$ cat config.mk
export PLATFORM = sky130hd
export DESIGN_NAME = kpe_fifo
export DESIGN_NICKNAME = d
export VERILOG_FILES = /design/src/hw/rtl/kpe_fifo.sv
export SDC_FILE = /design/constraint.sdc
export NUM_CORES = 1
export LEC_CHECK = 0
export BUFFER_PORTS_ARGS = -buffer_cell sky130_fd_sc_hd__buf_2
export CORE_ASPECT_RATIO = 1.25
export CORE_MARGIN = 5
export CORE_UTILIZATION = 48
export CTS_CLUSTER_SIZE = 30
export DETAILED_ROUTE_END_ITERATION = 7
export HOLD_SLACK_MARGIN = 0.12
export PLACE_DENSITY = 0.76
export SYNTH_ARGS = -nofsm -noshare
export SYNTH_HDL_FRONTEND = slang
export SYNTH_SLANG_ARGS = --single-unit
$ cat constraint.sdc
create_clock -name clk_i -period 1.9 [get_ports clk_i]
set_input_delay 0.19 -clock clk_i [delete_from_list [all_inputs] [get_ports clk_i]]
set_output_delay 0.19 -clock clk_i [all_outputs]
set_load 0.01 [all_outputs]
$ cat src/hw/rtl/kpe_fifo.sv
// small register queue with first-word fall-through
module kpe_fifo #(
  parameter int WIDTH = 8,
  parameter int DEPTH = 2
) (
  input  logic             clk_i,
  input  logic             rst_ni,
  input  logic             push_i,
  input  logic [WIDTH-1:0] data_i,
  output logic             full_o,
  input  logic             pop_i,
  output logic [WIDTH-1:0] data_o,
  output logic             empty_o
);

  localparam int PW = (DEPTH > 1) ? $clog2(DEPTH) : 1;
  localparam int CW = $clog2(DEPTH + 1);

  logic [WIDTH-1:0] mem_q [DEPTH];
  logic [PW-1:0]    wr_ptr_q, wr_ptr_d;
  logic [PW-1:0]    rd_ptr_q, rd_ptr_d;
  logic [CW-1:0]    cnt_q, cnt_d;
  logic             do_push, do_pop;

  assign full_o  = (cnt_q == CW'(DEPTH));
  assign empty_o = (cnt_q == '0);
  assign do_push = push_i && !full_o;
  assign do_pop  = pop_i && !empty_o;
  assign data_o  = mem_q[rd_ptr_q];

  // pointer and count update
  always_comb begin
    wr_ptr_d = wr_ptr_q;
    rd_ptr_d = rd_ptr_q;
    cnt_d    = cnt_q;
    if (do_push) begin
      wr_ptr_d = (wr_ptr_q == PW'(DEPTH - 1)) ? '0 : wr_ptr_q + 1'b1;
    end
    if (do_pop) begin
      rd_ptr_d = (rd_ptr_q == PW'(DEPTH - 1)) ? '0 : rd_ptr_q + 1'b1;
    end
    if (do_push && !do_pop) begin
      cnt_d = cnt_q + 1'b1;
    end else if (do_pop && !do_push) begin
      cnt_d = cnt_q - 1'b1;
    end
  end

  always_ff @(posedge clk_i or negedge rst_ni) begin
    if (!rst_ni) begin
      wr_ptr_q <= '0;
      rd_ptr_q <= '0;
      cnt_q    <= '0;
    end else begin
      wr_ptr_q <= wr_ptr_d;
      rd_ptr_q <= rd_ptr_d;
      cnt_q    <= cnt_d;
    end
  end

  // entry storage
  always_ff @(posedge clk_i) begin
    if (do_push) begin
      mem_q[wr_ptr_q] <= data_i;
    end
  end

endmodule

==> flow_summary.ini <==
[place]
place.gp.congestion = 0.657
dp_hpwl_um = 901
io_buffers = 21
dp_slack_ns = 0.415

[finish]
mostFrequentLayoutCell = buf_2
synthToLayoutAreaGrowth_pct = 31.5
n_antenna_cell = 0
fillers = 121
final_cell_mix = buf_2 (21), edfxtp_1 (16), dlygate4sd3_1 (9)
layout-drive-gt1-share_pct = 37.2
fin_nets = 92

[power]
irDropWorstVdd_mv = 0.790
leakage_nw = 0.432
power_density_nw_per_um2 = 1320
p_total_mw = 1.36

[global_routing]
use_met3_pct = 2.27
grt_pass1_vias = 473
grt_usage_pct = 11.8
grt_max_degree = 12
use_met2_pct = 20.0
top_usage_layer = met2
overflow = 0
grt_pass1_wl_um = 1970
met1_usage_pct = 12.3
antenna_found_initial = 0

[route]
drt-total-wl_um = 1200
drtIter0Drc = 5
ant_nets = 0
wl_per_cell_um = 12.5
num_vias = 444
dr.pass1.iters = 2
drc_errors = 0
viasPerCell = 4.63

[setup_path]
rr_worst_depth = 7
rr_startpoint = cnt_q[0]$_DFFE_PN0P_
cp-start-kind = register
arrival_ns = 1.39
cp-startpoint = rd_ptr_q$_DFFE_PN0P_
end_kind = output pin
worst-setup-path-type = register to output pin
critPathRequiredTime_ns = 1.71
critical_path.max_fanout = 9

[synthesis]
syn_nets = 57
yosysWarnings = 0
netlist_top_cells_area = edfxtp_1 (61%), dfrtp_1 (13%), mux2_1 (8.6%)
synth_top_cell_by_area = edfxtp_1
seq_area_frac_synth_pct = 74.2
ys_ff_latch = 20
ys_types = 15
syn_area_um2 = 782
avgSynthCellArea_um2 = 17.8
yosysTopAreaCellShare_pct = 61.4
syn-instance-count = 44

[clocking]
clock_latency_ns = 0.28
cts_root_buf = clkbuf_4
htree_num_levels = 1
cts_made_buffers = 3
clkTransAtPathRegs_ns = 0.10
cts_setup_buffers = 0
cts_buffer_depth = 2
cts_tree = done
clock_sinks = 20

[worst_hold_path]
hold_path_depth = 3
hold_start = push_i
hp-class = input pin to register

[flow_run]
maxCapViolations = 0

[floorplanning]
coreArea_um2 = 1560
rows = 16
io-pin-count = 22
dieWidth_um = 46.1
initial_core_util_pct = 50.1
die_h_um = 55.1
dieArea_um2 = 2540

[timing]
drv_slew = 0
whs_ns = 0.186
slew_headroom_pct = 73.5
worst_slack_ns = 0.316
fin_crit_sh_pct = 83.4
max_freq_mhz = 631
worst_pin_slew_ns = 0.398
finalHoldViolCount = 0
tns_ns = 0
rsz0062_at_grt = no
fin_skew_ns = 0.00461
period_minus_slack_ns = 1.58
setup_violations = 0

[status]
status = complete, no violations
## timing repair
action	4_1_cts	5_1_grt
hold endpoints to repair	20	0
resized for setup	0	0
hold buffers	9	0
## flip-flops by register name, indices dropped and copies added, names as in the netlist
register	count
mem_q	16
cnt_q	2
rd_ptr_q	1
wr_ptr_q	1
## per-layer routing
layer / vias to the layer above / wire length [um]
li1: 227 / -
met1: 202 / 465
met5: - / 0
met2: 13 / 623
met3: 2 / 86
met4: 0 / 22
## worst max-delay path, stage by stage (launching register included)
cell and delay, ns:
dfrtp_1 0.59, mux2_2 0.38, buf_2 0.14
## path summary, 6_finish.rpt
check | slack (ns) | endpoint
setup reg to reg | 0.42 | cnt_q[1]$_DFFE_PN0P_
setup / recovery | 0.32 | data_o[7]
hold reg to reg | 0.52 | cnt_q[1]$_DFFE_PN0P_
min in group asynchronous | 0.23 | wr_ptr_q$_DFFE_PN0N_
max in group asynchronous | 1.55 | rd_ptr_q$_DFFE_PN0P_
hold / removal | 0.19 | wr_ptr_q$_DFFE_PN0N_
## stage by stage
step | utilization (%) | cells | instance area [um2]
final | 65.9 | 96 | 1030
after global routing | 65.9 | 96 | 1030
after CTS | 65.9 | 96 | 1030
after detailed placement | 58.4 | 83 | 912
after global placement | 58.4 | 83 | 912
after floorplan | - | 44 | 782
## kinds of logic (layout without fill, tap and decap cells)
logic type | Yosys count | after routing | share of synthesized area (%)
flops | 20 | 20 | 74.2
fa+ha+maj | 1 | 1 | 1.60
xor+xnor | 5 | 5 | 6.56
mux | 8 | 8 | 11.5
buf+inv | 3 | 37 | 1.60
compound gates | 1 | 1 | 0.639
simple gates | 6 | 6 | 3.84
## Yosys cell counts
| cell | n |
|---|---|
| o21ai_1 | 1 |
| xnor2_2 | 1 |
| and3_1 | 1 |
| inv_1 | 2 |
| ha_1 | 1 |
| mux2_2 | 2 |
| nand2_2 | 1 |
| xor2_1 | 2 |
| edfxtp_1 | 16 |
| nor2_1 | 3 |
| dfrtp_1 | 4 |
| mux2_1 | 6 |
| xnor2_1 | 2 |
| buf_2 | 1 |
| nand2b_1 | 1 |
## final cells by class
| cell class | instances | area, um2 | area share, % |
|---|---|---|---|
| Timing Repair Buffer | 31 | 203 | 19.7 |
| Multi-Input combinational cell | 21 | 189 | 18.4 |
| Sequential cell | 20 | 581 | 56.4 |
| Clock inverter | 1 | 3.75 | 0.365 |
| Inverter | 2 | 7.51 | 0.730 |
| Tap cell | 18 | 22.5 | 2.19 |
| Clock buffer | 3 | 22.5 | 2.19 |
## report_power, final
| group | switching, mW | leakage [nW] | internal [mW] |
|---|---|---|---|
| clock network | 0.109 | 0.0154 | 0.0762 |
| logic | 0.221 | 0.222 | 0.246 |
| registers | 0.0943 | 0.195 | 0.612 |
No activity file was read; power rests on OpenSTA's default activity.
