--- config.mk ---
export PLATFORM = sky130hd
export DESIGN_NAME = kpe_front
export DESIGN_NICKNAME = d
export VERILOG_FILES = /design/src/hw/rtl/kpe_pkg.sv /design/src/hw/rtl/kpe_front.sv
export SDC_FILE = /design/constraint.sdc
export NUM_CORES = 1
export LEC_CHECK = 0
export ABC_AREA = 0
export BUFFER_PORTS_ARGS = -buffer_cell sky130_fd_sc_hd__buf_2
export CORE_AREA = 3 3 97 99
export DETAILED_ROUTE_END_ITERATION = 7
export DIE_AREA = 0 0 100 102
export SETUP_SLACK_MARGIN = 0.1
export SYNTH_ARGS = -nofsm -noshare
export SYNTH_HDL_FRONTEND = slang
export SYNTH_SLANG_ARGS = --single-unit
--- constraint.sdc ---
create_clock -name vclk -period 2.1
set_input_delay 0.315 -clock vclk [all_inputs]
set_output_delay 0.315 -clock vclk [all_outputs]
set_load 0.005 [all_outputs]
--- src/hw/rtl/kpe_pkg.sv ---
// shared types, constants and codes for the kronecker product engine
package kpe_pkg;

  // default store dimensions
  localparam int MAX_DIM_A_DEF = 16;
  localparam int MAX_DIM_B_DEF = 16;

  // queue depths
  localparam int MID_DEPTH = 2;
  localparam int RES_DEPTH = 4;

  // field widths
  localparam int IDX_W  = 4;
  localparam int DIM_W  = 5;
  localparam int VAL_W  = 32;
  localparam int ACC_W  = 64;
  localparam int CFG_IW = 3;
  localparam int CFG_DW = 5;

  // configuration register indexes
  localparam logic [CFG_IW-1:0] CFG_ROWS_A    = 3'd0;
  localparam logic [CFG_IW-1:0] CFG_COLS_A    = 3'd1;
  localparam logic [CFG_IW-1:0] CFG_ROWS_B    = 3'd2;
  localparam logic [CFG_IW-1:0] CFG_COLS_B    = 3'd3;
  localparam logic [CFG_IW-1:0] CFG_OVERWRITE = 3'd4;

  // command codes of an input item
  localparam logic [1:0] CMD_WR_A    = 2'd0;
  localparam logic [1:0] CMD_WR_B    = 2'd1;
  localparam logic [1:0] CMD_COMPUTE = 2'd2;

  // result status codes
  localparam logic [1:0] STATUS_OK    = 2'd0;
  localparam logic [1:0] STATUS_SAT   = 2'd1;
  localparam logic [1:0] STATUS_INDEX = 2'd2;

  // operation after classification
  typedef enum logic [1:0] {
    OP_WR_A,
    OP_WR_B,
    OP_CALC,
    OP_ERR
  } op_e;

  typedef struct packed {
    logic [1:0]              cmd;
    logic [IDX_W-1:0]        a_row;
    logic [IDX_W-1:0]        a_col;
    logic [IDX_W-1:0]        b_row;
    logic [IDX_W-1:0]        b_col;
    logic signed [VAL_W-1:0] value;
    logic signed [ACC_W-1:0] prior;
  } in_item_t;

  typedef struct packed {
    logic signed [ACC_W-1:0] sum;
    logic [1:0]              status;
  } out_item_t;

  typedef struct packed {
    op_e                     op;
    logic [IDX_W-1:0]        a_row;
    logic [IDX_W-1:0]        a_col;
    logic [IDX_W-1:0]        b_row;
    logic [IDX_W-1:0]        b_col;
    logic signed [VAL_W-1:0] value;
    logic signed [ACC_W-1:0] prior;
  } mid_item_t;

  typedef struct packed {
    logic [DIM_W-1:0] rows_a;
    logic [DIM_W-1:0] cols_a;
    logic [DIM_W-1:0] rows_b;
    logic [DIM_W-1:0] cols_b;
    logic             overwrite;
  } cfg_t;

endpackage

--- src/hw/rtl/kpe_front.sv ---
// front end: index checks and classification of accepted items
module kpe_front #(
  parameter int MAX_DIM_A = kpe_pkg::MAX_DIM_A_DEF,
  parameter int MAX_DIM_B = kpe_pkg::MAX_DIM_B_DEF
) (
  input  logic                valid_i,
  input  kpe_pkg::in_item_t   item_i,
  input  kpe_pkg::cfg_t       cfg_i,
  output logic                push_o,
  output kpe_pkg::mid_item_t  item_o
);
  import kpe_pkg::*;

  logic ok_a, ok_b;
  logic keep;
  op_e  op;

  // an index counts only below both the register and the store size
  assign ok_a = ({1'b0, item_i.a_row} < cfg_i.rows_a) && (32'(item_i.a_row) < MAX_DIM_A)
             && ({1'b0, item_i.a_col} < cfg_i.cols_a) && (32'(item_i.a_col) < MAX_DIM_A);
  assign ok_b = ({1'b0, item_i.b_row} < cfg_i.rows_b) && (32'(item_i.b_row) < MAX_DIM_B)
             && ({1'b0, item_i.b_col} < cfg_i.cols_b) && (32'(item_i.b_col) < MAX_DIM_B);

  // classify; dropped loads and the unused code never reach the queue
  always_comb begin
    op   = OP_ERR;
    keep = 1'b0;
    case (item_i.cmd)
      CMD_WR_A: begin
        op   = OP_WR_A;
        keep = ok_a;
      end
      CMD_WR_B: begin
        op   = OP_WR_B;
        keep = ok_b;
      end
      CMD_COMPUTE: begin
        op   = (ok_a && ok_b) ? OP_CALC : OP_ERR;
        keep = 1'b1;
      end
      default: begin
        op   = OP_ERR;
        keep = 1'b0;
      end
    endcase
  end

  assign push_o       = valid_i && keep;
  assign item_o.op    = op;
  assign item_o.a_row = item_i.a_row;
  assign item_o.a_col = item_i.a_col;
  assign item_o.b_row = item_i.b_row;
  assign item_o.b_col = item_i.b_col;
  assign item_o.value = item_i.value;
  assign item_o.prior = item_i.prior;

endmodule

==> run metrics <==
run status finished, final reports clean; Syn Area/Cell 7.50 um2; flip-flop and latch count 0; Startpoint Class input port; Pins Over Slew Limit 0; vias per inst about 3.2; sequential share of the synthesized area 0%; leak pwr 0.466 nW; min cycle time layout 2.05 ns; final weighted congestion of routability-driven global placement approximately 0.60; hold path startpoint item_i[19]; Routed Antenna Nets 0; area of the placeable core 8640 um2; most frequently used cell type in the post-synthesis netlist buf_4; number of violations reported at the end of detailed-routing iteration 0 1; first-pass GRT wire length between 4 and 5 mm; Antenna diodes 0; die width ~100 um; CP required between 1.5 and 2 ns; setup violators final 0; area occupied by registers 0 um2; DP Area just over 800 um2; drt pass-1 iters 2; CLK BUF 0; via count of the routed design between 700 and 800; Post-Syn Nets 314; port buffer count slightly below 60; num rows 34; unrepaired setup endpoints after global routing yes; cell type with the largest total area after synthesis buf_4; synthesis-to-finish area growth -26.9%; launching element of the worst setup path item_i[97]; Remaining Overflow, GRT 0; share of the synthesized area in the top cell type 67.5%; worst ir drop on vdd approximately 0.026 mV; class of the worst hold path in2out; Final period util a little over nine tenths; largest fanout of any net on the critical path 2; synthesis warning total 0; Routed WL per cell ~16 um; detailed placer's ending HPWL roughly 3.3 mm; total die area 10200 um2; hold violation total from the final report 0; cell types with the largest area share after synthesis buf_4, ha_1, inv_1, a2111oi_4, nor2b_1; Starting Density between 10% and 20%; ratio of cells with drive above 1 in the final layout between 60% and 70%; post-route DRC violation count 0; max_slew headroom roughly four fifths; post-synth design cell area 1240 um2; Setup Slack @ Placement -0.0787 ns; Max Clk Rate 488 MHz; global-route usage over all layers under 10%; slew at the pin closest to its max-slew limit between 0.2 and 0.3 ns; fin nets between 200 and 300; number of placed I/O pins approximately 250; final setup slack of the worst path 0.0503 ns; final std cell area, no fill around 910 um2; type of the setup path with the least slack in2out; via count of the first global-routing pass ~630; cts-stage hold buffer count 0; WP data arrival between 1.5 and 2 ns; antenna violations before repair 0; maximum number of pins on one net before global-route repair 5; final wirelength approximately 3.5 mm; Total Power Consumption around 160 uW; power per cell area about 180 nW/um2; Gate Count Post-Synth between 150 and 200; endpoint class of the critical path output pin; Netlist cell types 21; number of maximum-capacitance violations 0; most numerous cell types in the synthesized netlist buf_4, inv_1, ha_1; floorplan die height slightly above 100 um
[worst max-delay path, cell delays in order]
cell and delay [ns]:
buf_6 0.10, ha_4 0.23, a2111oi_4 0.32, o32ai_2 0.14, or3b_1 0.39, a21boi_1 0.12, buf_2 0.12
[routing by layer]
layer	vias to the layer above	track usage, %	share of wire, %
met1	284	2.56	14
met4	0	3.21	5.9
met2	97	11.1	52
met5	-	0	0
met3	28	6.69	28
li1	298	-	-
[cell type report]
class / count / area (um2)
fillers: 1015 / 7730
inverters: 14 / 55.1
multi-input cells: 39 / 417
well taps: 108 / 135
repair buffers: 58 / 303
[worst paths after layout]
kind / end / slack, ns / cells after the start
min: item_o[19] / 0.63 / 0
max: push_o / 0.05 / 7
[where the power goes]
| group | internal [mW] | switching, mW | leakage (nW) | total (mW) |
|---|---|---|---|---|
| registers | 0 | 0 | 0 | 0 |
| clock network | 0 | 0 | 0 | 0 |
| logic | 0.0906 | 0.0699 | 0.466 | 0.160 |
[metrics by stage]
stage | util (%) | setup TNS [ns] | hold slack [ns] | instances
4_1_cts | 9.97 | -0.0518 | 0.630 | 219
2_1_floorplan | - | 0 | 0.703 | 166
3_5_place_dp | 9.56 | -0.0787 | 0.630 | 219
5_1_grt | 10.5 | -0.0310 | 0.630 | 219
3_3_place_gp | 9.56 | -0.0703 | 0.630 | 219
6_report | 10.5 | 0 | 0.630 | 219
[kinds of logic after synthesis]
| logic type | after synthesis | share of synthesized area, % |
|---|---|---|
| adders and majority gates | 12 | 12.1 |
| AOI/OAI and AO/OA | 15 | 9.75 |
| buffers and inverters | 127 | 72.1 |
| and+or+nand+nor | 12 | 6.13 |
[cells in the final DEF (no fill, tap or decap)]
master	netlist	layout
a2111oi_4	1	1
a21boi_1	1	1
a21o_1	1	1
a21oi_1	2	1
a21oi_2	0	1
a221oi_2	0	1
buf_2	0	56
buf_6	0	2
ha_1	12	8
ha_2	0	1
ha_4	0	3
inv_1	14	12
inv_2	0	1
inv_4	0	1
nand2_1	2	2
nand2b_1	1	1
nand2b_4	1	1
nor2_1	2	1
nor2_2	0	1
nor2b_1	4	4
nor3b_2	0	1
o21a_1	2	2
o21ai_1	0	2
o21ai_2	0	1
o21bai_1	2	2
o22ai_1	1	1
o32ai_2	0	1
or3b_1	1	1
[repair_timing]
action	in CTS	in global routing
endpoints found under the setup margin	2	2
pin swaps	5	10
setup buffers	0	0
resized for setup	6	13
(Power assumes the default switching activity.)
